[config.mk]
export PLATFORM = sky130hd
export DESIGN_NAME = i2c_register_access_master
export DESIGN_NICKNAME = d
export VERILOG_FILES = /design/src/hw/rtl/i2cram_pkg.sv /design/src/hw/rtl/i2c_register_access_master.sv
export SDC_FILE = /design/constraint.sdc
export NUM_CORES = 1
export LEC_CHECK = 0
export CAP_MARGIN = 20
export CORE_ASPECT_RATIO = 0.8
export CORE_MARGIN = 4
export CORE_UTILIZATION = 30
export CTS_BUF_LIST = sky130_fd_sc_hd__clkbuf_8 sky130_fd_sc_hd__clkbuf_16
export DETAILED_ROUTE_END_ITERATION = 6
export DONT_BUFFER_PORTS = 1
export PLACE_DENSITY = 0.5
export SLEW_MARGIN = 20
export SYNTH_ARGS = -nofsm -noshare
export SYNTH_HDL_FRONTEND = slang
export SYNTH_SLANG_ARGS = --single-unit
[constraint.sdc]
create_clock -name clk -period 5.4 [get_ports clk]
set_input_delay 0.54 -clock clk [delete_from_list [all_inputs] [get_ports clk]]
set_output_delay 0.54 -clock clk [all_outputs]
set_load 0.05 [all_outputs]
[src/hw/rtl/i2cram_pkg.sv]
`default_nettype none
package i2cram_pkg;

  localparam int unsigned PhaseWidth  = 16;
  localparam int unsigned StatusWidth = 3;
  localparam int unsigned InTdataW    = 32;
  localparam int unsigned OutTdataW   = 16;
  localparam int unsigned ApbAddrW    = 3;
  localparam int unsigned ApbDataW    = 32;

  localparam logic [PhaseWidth-1:0] PhaseTicksReset = 16'd3;

  localparam logic [1:0] OP_NONE  = 2'd0;
  localparam logic [1:0] OP_WRITE = 2'd1;
  localparam logic [1:0] OP_READ  = 2'd2;

  localparam logic [StatusWidth-1:0] STAT_OK        = 3'd0;
  localparam logic [StatusWidth-1:0] STAT_BUS_LOW   = 3'd1;
  localparam logic [StatusWidth-1:0] STAT_NO_START  = 3'd2;
  localparam logic [StatusWidth-1:0] STAT_DEV_NACK  = 3'd3;
  localparam logic [StatusWidth-1:0] STAT_REG_NACK  = 3'd4;
  localparam logic [StatusWidth-1:0] STAT_DATA_NACK = 3'd5;

  localparam logic [7:0] DirMask = 8'hFE;
  localparam logic [7:0] DirRead = 8'h01;

  typedef enum logic [5:0] {
    ST_IDLE,
    ST_S_HI,
    ST_S_LO,
    ST_S_HOLD,
    ST_TX_CLK_LO,
    ST_TX_DATA,
    ST_TX_CLK_HI,
    ST_ACK_CLK_LO,
    ST_ACK_REL,
    ST_ACK_CLK_HI,
    ST_R_HI,
    ST_R_LO,
    ST_R_HOLD,
    ST_RX_LOW,
    ST_RX_HIGH,
    ST_NK_LOW,
    ST_NK_REL,
    ST_NK_HIGH,
    ST_NK_END,
    ST_P_LOW,
    ST_P_SDA,
    ST_P_HIGH,
    ST_P_END
  } state_t;

  typedef enum logic [1:0] {
    BYTE_DEVICE,
    BYTE_REGISTER,
    BYTE_LAST
  } byte_sel_t;

endpackage
`default_nettype wire

[src/hw/rtl/i2c_register_access_master.sv]
// I2C register access master with open-drain pin controls. Each stream transfer is one
// bus tick: it carries the sampled SDA level and an optional request (register write or
// register read), and yields exactly one result transfer with the SCL/SDA release levels,
// busy, done, status and the last read byte. One transfer is taken every clock cycle while
// the result side keeps up; the result register sits between the two sides, so a new tick
// is accepted while the previous result is being taken. Each bus phase lasts phase_ticks
// ticks (APB register at address 0, reset 3, 0 acts as 1); after the request tick a full
// write runs 88 phases and a successful read 111.
`default_nettype none
module i2c_register_access_master
  import i2cram_pkg::*;
(
  input  wire logic                  clk,
  input  wire logic                  rst,
  // operation[1:0], device_address[9:2], register_address[17:10], write_data[25:18],
  // sda_in[26], zero[31:27]
  input  wire logic [InTdataW-1:0]   s_axis_tdata,
  input  wire logic                  s_axis_tvalid,
  output logic                       s_axis_tready,
  // scl_release[0], sda_release[1], busy_res[2], done_res[3], status[6:4],
  // read_data[14:7], zero[15]
  output logic [OutTdataW-1:0]       m_axis_tdata,
  output logic                       m_axis_tvalid,
  input  wire logic                  m_axis_tready,
  input  wire logic                  psel,
  input  wire logic                  penable,
  input  wire logic                  pwrite,
  input  wire logic [ApbAddrW-1:0]   paddr,
  input  wire logic [ApbDataW-1:0]   pwdata,
  output logic [ApbDataW-1:0]        prdata,
  output logic                       pready
);

  logic [PhaseWidth-1:0]  phase_ticks;
  state_t                 state, state_next;
  byte_sel_t              byte_sel, byte_sel_next;
  logic [PhaseWidth-1:0]  phase_counter, phase_counter_next;
  logic [3:0]             bit_counter, bit_counter_next;
  logic [7:0]             shift_byte, shift_byte_next;
  logic                   is_read, is_read_next;
  logic [7:0]             held_device, held_device_next;
  logic [7:0]             held_register, held_register_next;
  logic [7:0]             held_data, held_data_next;
  logic [7:0]             last_read, last_read_next;
  logic                   scl_level, scl_level_next;
  logic                   sda_level, sda_level_next;
  logic [StatusWidth-1:0] last_status, last_status_next;
  logic                   done_next;
  logic [OutTdataW-1:0]   m_axis_tdata_next;

  logic                   s_accept;
  logic [PhaseWidth-1:0]  phase_len;
  logic [1:0]             in_op;
  logic [7:0]             in_device, in_register, in_data;
  logic                   in_sda;

  assign in_op       = s_axis_tdata[1:0];
  assign in_device   = s_axis_tdata[9:2];
  assign in_register = s_axis_tdata[17:10];
  assign in_data     = s_axis_tdata[25:18];
  assign in_sda      = s_axis_tdata[26];

  assign s_axis_tready = !rst && (!m_axis_tvalid || m_axis_tready);
  assign s_accept      = s_axis_tvalid && s_axis_tready;
  assign phase_len     = (phase_ticks == '0) ? PhaseWidth'(1) : phase_ticks;

  // APB
  assign pready = 1'b1;
  assign prdata = (paddr[2] == 1'b0) ? ApbDataW'(phase_ticks) : '0;

  always_ff @(posedge clk) begin
    if (rst) begin
      phase_ticks <= PhaseTicksReset;
    end else if (psel && penable && pwrite && pready && (paddr[2] == 1'b0)) begin
      phase_ticks <= pwdata[PhaseWidth-1:0];
    end
  end

  // next state
  always_comb begin
    logic                  do_enter;
    state_t                enter_s;
    logic [PhaseWidth-1:0] pc_inc;
    logic [3:0]            bc_inc;
    logic [7:0]            dev2;

    state_next         = state;
    byte_sel_next      = byte_sel;
    phase_counter_next = phase_counter;
    bit_counter_next   = bit_counter;
    shift_byte_next    = shift_byte;
    is_read_next       = is_read;
    held_device_next   = held_device;
    held_register_next = held_register;
    held_data_next     = held_data;
    last_read_next     = last_read;
    scl_level_next     = scl_level;
    sda_level_next     = sda_level;
    last_status_next   = last_status;
    done_next          = 1'b0;
    do_enter           = 1'b0;
    enter_s            = state;
    pc_inc             = phase_counter + PhaseWidth'(1);
    bc_inc             = bit_counter + 4'd1;
    dev2               = (held_device & DirMask) | DirRead;

    if (s_accept) begin
      if (state == ST_IDLE) begin
        if (in_op == OP_WRITE || in_op == OP_READ) begin
          held_device_next   = in_device;
          held_register_next = in_register;
          held_data_next     = in_data;
          is_read_next       = (in_op == OP_READ);
          last_status_next   = STAT_OK;
          do_enter           = 1'b1;
          enter_s            = ST_S_HI;
        end
      end else begin
        phase_counter_next = pc_inc;
        if (pc_inc >= phase_len) begin
          do_enter = 1'b1;
          case (state)
            ST_S_HI: begin
              if (!in_sda) begin
                last_status_next = STAT_BUS_LOW;
                state_next       = ST_IDLE;
                done_next        = 1'b1;
                do_enter         = 1'b0;
              end else begin
                enter_s = ST_S_LO;
              end
            end
            ST_S_LO: begin
              if (in_sda) begin
                last_status_next = STAT_NO_START;
                state_next       = ST_IDLE;
                done_next        = 1'b1;
                do_enter         = 1'b0;
              end else begin
                enter_s = ST_S_HOLD;
              end
            end
            ST_S_HOLD: begin
              shift_byte_next  = held_device & DirMask;
              bit_counter_next = '0;
              byte_sel_next    = BYTE_DEVICE;
              enter_s          = ST_TX_CLK_LO;
            end
            ST_TX_CLK_LO:  enter_s = ST_TX_DATA;
            ST_TX_DATA:    enter_s = ST_TX_CLK_HI;
            ST_TX_CLK_HI: begin
              bit_counter_next = bc_inc;
              enter_s          = bc_inc[3] ? ST_ACK_CLK_LO : ST_TX_CLK_LO;
            end
            ST_ACK_CLK_LO: enter_s = ST_ACK_REL;
            ST_ACK_REL:    enter_s = ST_ACK_CLK_HI;
            ST_ACK_CLK_HI: begin
              case (byte_sel)
                BYTE_DEVICE: begin
                  if (in_sda) begin
                    last_status_next = STAT_DEV_NACK;
                    enter_s          = ST_P_LOW;
                  end else begin
                    shift_byte_next  = held_register;
                    bit_counter_next = '0;
                    byte_sel_next    = BYTE_REGISTER;
                    enter_s          = ST_TX_CLK_LO;
                  end
                end
                BYTE_REGISTER: begin
                  if (is_read) begin
                    enter_s = ST_R_HI;
                  end else if (in_sda) begin
                    last_status_next = STAT_REG_NACK;
                    enter_s          = ST_P_LOW;
                  end else begin
                    shift_byte_next  = held_data;
                    bit_counter_next = '0;
                    byte_sel_next    = BYTE_LAST;
                    enter_s          = ST_TX_CLK_LO;
                  end
                end
                default: begin
                  if (is_read) begin
                    shift_byte_next  = '0;
                    bit_counter_next = '0;
                    enter_s          = ST_RX_LOW;
                  end else begin
                    last_status_next = in_sda ? STAT_DATA_NACK : STAT_OK;
                    enter_s          = ST_P_LOW;
                  end
                end
              endcase
            end
            ST_R_HI, ST_R_LO, ST_R_HOLD: begin
              if ((state == ST_R_HI && in_sda) || (state == ST_R_LO && !in_sda)) begin
                enter_s = (state == ST_R_HI) ? ST_R_LO : ST_R_HOLD;
              end else begin
                shift_byte_next  = dev2;
                bit_counter_next = '0;
                byte_sel_next    = BYTE_LAST;
                enter_s          = ST_TX_CLK_LO;
              end
            end
            ST_RX_LOW: enter_s = ST_RX_HIGH;
            ST_RX_HIGH: begin
              shift_byte_next  = {shift_byte[6:0], in_sda};
              bit_counter_next = bc_inc;
              enter_s          = bc_inc[3] ? ST_NK_LOW : ST_RX_LOW;
            end
            ST_NK_LOW:  enter_s = ST_NK_REL;
            ST_NK_REL:  enter_s = ST_NK_HIGH;
            ST_NK_HIGH: enter_s = ST_NK_END;
            ST_NK_END: begin
              last_status_next = STAT_OK;
              enter_s          = ST_P_LOW;
            end
            ST_P_LOW:  enter_s = ST_P_SDA;
            ST_P_SDA:  enter_s = ST_P_HIGH;
            ST_P_HIGH: enter_s = ST_P_END;
            ST_P_END: begin
              if (is_read && last_status == STAT_OK) begin
                last_read_next = shift_byte;
              end
              state_next = ST_IDLE;
              done_next  = 1'b1;
              do_enter   = 1'b0;
            end
            default: begin
              state_next = ST_IDLE;
              done_next  = 1'b1;
              do_enter   = 1'b0;
            end
          endcase
        end
      end
    end

    // pin levels change on entry to a phase
    if (do_enter) begin
      state_next         = enter_s;
      phase_counter_next = '0;
      case (enter_s)
        ST_S_HI, ST_R_HI: begin
          scl_level_next = 1'b1;
          sda_level_next = 1'b1;
        end
        ST_S_LO, ST_R_LO, ST_P_SDA: sda_level_next = 1'b0;
        ST_TX_DATA: begin
          sda_level_next  = shift_byte_next[7];
          shift_byte_next = {shift_byte_next[6:0], 1'b0};
        end
        ST_RX_LOW: begin
          scl_level_next = 1'b0;
          sda_level_next = 1'b1;
        end
        ST_TX_CLK_LO, ST_ACK_CLK_LO, ST_NK_LOW, ST_NK_END, ST_P_LOW: scl_level_next = 1'b0;
        ST_TX_CLK_HI, ST_ACK_CLK_HI, ST_RX_HIGH, ST_NK_HIGH, ST_P_HIGH: scl_level_next = 1'b1;
        ST_ACK_REL, ST_NK_REL, ST_P_END: sda_level_next = 1'b1;
        default: ;
      endcase
    end
  end

  // result
  always_comb begin
    m_axis_tdata_next = {1'b0, last_read_next, last_status_next, done_next,
                         (state_next != ST_IDLE), sda_level_next, scl_level_next};
  end

  always_ff @(posedge clk) begin
    if (rst) begin
      state         <= ST_IDLE;
      byte_sel      <= BYTE_DEVICE;
      phase_counter <= '0;
      bit_counter   <= '0;
      shift_byte    <= '0;
      is_read       <= 1'b0;
      held_device   <= '0;
      held_register <= '0;
      held_data     <= '0;
      last_read     <= '0;
      scl_level     <= 1'b1;
      sda_level     <= 1'b1;
      last_status   <= STAT_OK;
      m_axis_tvalid <= 1'b0;
    end else begin
      state         <= state_next;
      byte_sel      <= byte_sel_next;
      phase_counter <= phase_counter_next;
      bit_counter   <= bit_counter_next;
      shift_byte    <= shift_byte_next;
      is_read       <= is_read_next;
      held_device   <= held_device_next;
      held_register <= held_register_next;
      held_data     <= held_data_next;
      last_read     <= last_read_next;
      scl_level     <= scl_level_next;
      sda_level     <= sda_level_next;
      last_status   <= last_status_next;
      if (s_axis_tready) begin
        m_axis_tvalid <= s_axis_tvalid;
      end
    end
  end

  always_ff @(posedge clk) begin
    if (s_accept) begin
      m_axis_tdata <= m_axis_tdata_next;
    end
  end

  a_start_enters_s_hi: assert property (@(posedge clk) disable iff (rst)
    (s_accept && state == ST_IDLE && (in_op == OP_WRITE || in_op == OP_READ))
    |=> (state == ST_S_HI))
    else $error("request in idle did not start the bus sequence");

  a_hold_without_transfer: assert property (@(posedge clk) disable iff (rst)
    (!s_accept) |=> ($stable(state) && $stable(phase_counter)))
    else $error("sequencer moved without an input transfer");

  a_scl_released_idle: assert property (@(posedge clk) disable iff (rst)
    (state == ST_IDLE) |-> scl_level)
    else $error("SCL pulled low while idle");

  a_bit_count_range: assert property (@(posedge clk) disable iff (rst)
    (bit_counter <= 4'd8))
    else $error("bit counter out of range");

endmodule
`default_nettype wire
==> impl_results.md <==
- Status: finished clean
- Slew margin rel.: 0.3105
- Crit path largest cell delay: 0.46 ns
- Reg2Reg Launch Point: phase_counter[2]
- Via count: 5,571
- Grt total ovfl: 0
- Clock tree from TritonCTS: yes
- Ys flop type: dfxtp_1
- Yosys warns: 0
- Final setup viols: 0
- Post-CTS setup buffers: 0
- Reg2Reg Capture Point: bit_counter[2]
- Worst setup margin: 0.7081 ns
- 1st-pass router iterations: 5
- Crit path cell chain: and4_1, nand2_1, nor2_1, and3_1, and3_1, nand3_1, xnor2_1, ha_1, a21o_2, a31o_4, nor3_1, nand2_1, a32oi_1, or3b_4, nor3_4, o21ai_2, a32o_1
- Post-layout util: 0.3258
- Setup crit start kind: flip-flop
- Clock Latency Late Sink: 0.36 ns
- Leakage: 2.552 nW
- Placed Area: 6729 um2
- Root Driver: clkbuf_16
- DRT Wirelength: 18,000 um
- DR WL/cell: 16.83 um
- Crit share post-route: 0.8689
- Hold_ws: 0.2368 ns
- VDD IR max: 161.5 uV
- Min-delay src: rst
- Power per Cell Area: 235.7 nW/um2
- Fmax: 213.1 MHz
- Post-route ant nets: 0
- Vias in the first global route: 5,186
- Cells after synthesis: 817
- Max-Cap Viols: 0
- Crit-path max FO: 7
- Yosys cell types: 97
- DIE HEIGHT: 140.9 um
- Ranking of synthesized cells by area: dfxtp_1 27%, nand2_1 7.5%, edfxtp_1 6.8%, a21oi_1 5.1%, nor2_1 4.2%
- CP required: 5.65 ns
- Clk sinks: 105
- Worst min-delay path class: in2reg
- #FFs+latches synth: 105
- Diode count: 0
- Initial antenna violation count: 0
- # nets final: 882
- CTS max path bufs: 2
- Resized cells post-CTS: 0
- Slew @ Worst Pin: 1.034 ns
- Critical Path AT: 4.95 ns
- Fillers: 2,325
- Final instance area: 7044 um2
- GRT Total Usage: 0.1445
- RSZ-0062 raised after global routing: false
- Num rows: 48
- Post-synth EDFFs: 15
- CP delay by family, top: simple AND/OR/NAND/NOR gates
- Area Overhead vs Synth: 6.327%
- Sequential share of the synthesized area: 0.3399
- Final-report max-slew violation count: 0
- Synth top area share: 0.2720
- FFs w/ async S/R, synth: 0
- Hold EP: held_register[4]
- Hold Crit Depth: 1
- R2R Setup Slk: 0.71 ns
- # IOs: 125
- Total CTS buffers: 9
- Via density: 5.211
- DRC violations left: 0
- Dpl hpwl: 13,280 um
- DR iter-0 viols: 266
- Share of cells above drive strength 1: 0.08816
- Global-route wire length before repair: 28,740 um
- # hold bufs at CTS: 0
- Tmin final: 4.692 ns
- R2R depth: 17
- Chip width: 174.1 um
- Area leader, netlist: dfxtp_1
- Setup crit end kind: flip-flop
- Total negative setup slack: 0 ns
- Final hold violations: 0
- Initial core utilization: 0.3064
- Core box area: 21,620 um2
- Reg clk slew, reported paths: 0.08 ns
- Largest net degree at the start of global routing: 63
- Buffers on Ports: 0
- Setup CP Type: reg2reg
- Dpl ws: 0.7083 ns
- Cell Area, Synth: 6625 um2
- Avg Cell Area, Syn: 8.109 um2
- WP buf/inv: 0
- Full die area: 24,540 um2
- Final Skew: 0.01316 ns
- H-Tree Level Count: 3
- Worst path slowest cell: a32oi_1
- RePlAce Congestion: 0.8465
-- cell type report --
class                           count  area (um2)  area share
Tap cell                          275       344.1     0.04885
Inverter                           31       116.4     0.01652
Clock buffer                       10       250.2     0.03552
Sequential cell                   105        2252      0.3197
Clock inverter                      6       65.06    0.009236
Timing Repair Buffer               13       97.59     0.01385
Multi-Input combinational cell    629        3919      0.5563
-- cell families (layout without fill, tap and decap cells) --
kind of cell | count (synthesis) | count (layout) | synth area share
XOR/XNOR | 32 | 32 | 0.04230
other | 2 | 18 | 0.001134
flip-flops | 105 | 105 | 0.3399
adder cells (fa/ha/maj) | 19 | 19 | 0.03588
AND/OR/NAND/NOR | 342 | 342 | 0.2593
buffers and inverters | 99 | 60 | 0.07856
AO/OA/AOI/OAI | 199 | 199 | 0.2125
multiplexers | 19 | 19 | 0.03041
-- per-stage QoR --
stage               power (W)  instances
finish               0.001661       1069
global route         0.001724       1069
CTS                  0.001683       1069
detailed placement  0.0009982       1053
global placement    0.0009983       1053
floorplan           0.0009870        833
-- cells in the mapped netlist (3+ instances only) --
master	instances
o211ai_1	3
ha_1	19
xor2_1	19
clkbuf_1	32
nand3_1	23
and4_1	4
nand3b_1	3
inv_1	31
nand2_1	133
mux2_2	8
and2_1	14
mux2i_1	10
nand2b_1	10
xnor2_1	13
a21oi_2	4
edfxtp_1	15
dfxtp_1	90
a211o_1	3
nor4_1	5
nor2b_1	11
o22ai_1	4
and3_1	8
buf_2	6
a32o_1	3
o21ai_0	27
nand4_1	7
a22oi_1	20
buf_6	4
o2111ai_1	3
buf_4	21
nor3_1	9
a32oi_1	3
nor2_1	74
a21oi_1	67
a22o_1	12
a31oi_1	3
o21ai_1	7
nor3b_1	11
-- placed cells by master (no fill, tap or decap), types with 3 or more instances in the layout --
master	count
nand4_1	7
mux2i_1	10
inv_1	32
nor3b_1	11
nor2b_1	11
a21oi_1	67
o21ai_1	7
a32o_1	3
nor2_1	74
a22oi_1	20
and2_1	14
clkbuf_16	10
a32oi_1	3
buf_4	13
o21ai_0	27
nor3_1	9
nand3_1	23
ha_1	19
dfxtp_1	90
nand2_1	133
edfxtp_1	15
o2111ai_1	3
a21oi_2	4
nor4_1	5
and4_1	4
and3_1	8
a211o_1	3
o211ai_1	3
o22ai_1	4
mux2_2	8
nand2b_1	10
a31oi_1	3
xor2_1	19
conb_1	18
xnor2_1	13
a22o_1	12
nand3b_1	3
-- how the worst max path moves through the flow --
stage | from | end | slack, ns | cells past startpoint
2_1_floorplan | phase_counter[2] | bit_counter[2] | 1.13 | 18
3_3_place_gp | phase_counter[2] | bit_counter[2] | 0.74 | 17
3_5_place_dp | phase_counter[2] | bit_counter[2] | 0.71 | 17
4_1_cts | phase_counter[2] | bit_counter[2] | 0.68 | 17
5_1_grt | phase_counter[2] | shift_byte[1] | 0.29 | 16
6_report | phase_counter[2] | bit_counter[2] | 0.71 | 17
-- sequential cells by signal, indices dropped and copies added, names as in the netlist --
register	count
held_data	8
byte_sel	2
shift_byte	8
scl_level	1
bit_counter	4
held_device	7
last_read	8
m_axis_tvalid	1
sda_level	1
m_axis_tdata	15
phase_counter	16
phase_ticks	16
last_status	3
is_read	1
state	6
held_register	8
-- power breakdown --
group / internal [W] / leakage, nW / switching [W] / total (W)
Clock: 0.000353 / 0.157 / 0.000328 / 0.000680
Combinational: 0.0000379 / 1.54 / 0.000110 / 0.000148
Sequential: 0.000806 / 0.858 / 0.0000264 / 0.000832
-- per-layer routing --
| layer | GRT usage | wire [um] |
|---|---|---|
| met1 | 0.2066 | 8926 |
| met2 | 0.2192 | 7777 |
| met3 | 0.03485 | 1020 |
| met4 | 0.03748 | 272 |
| met5 | 0 | 0 |
(Power assumes the default switching activity.)
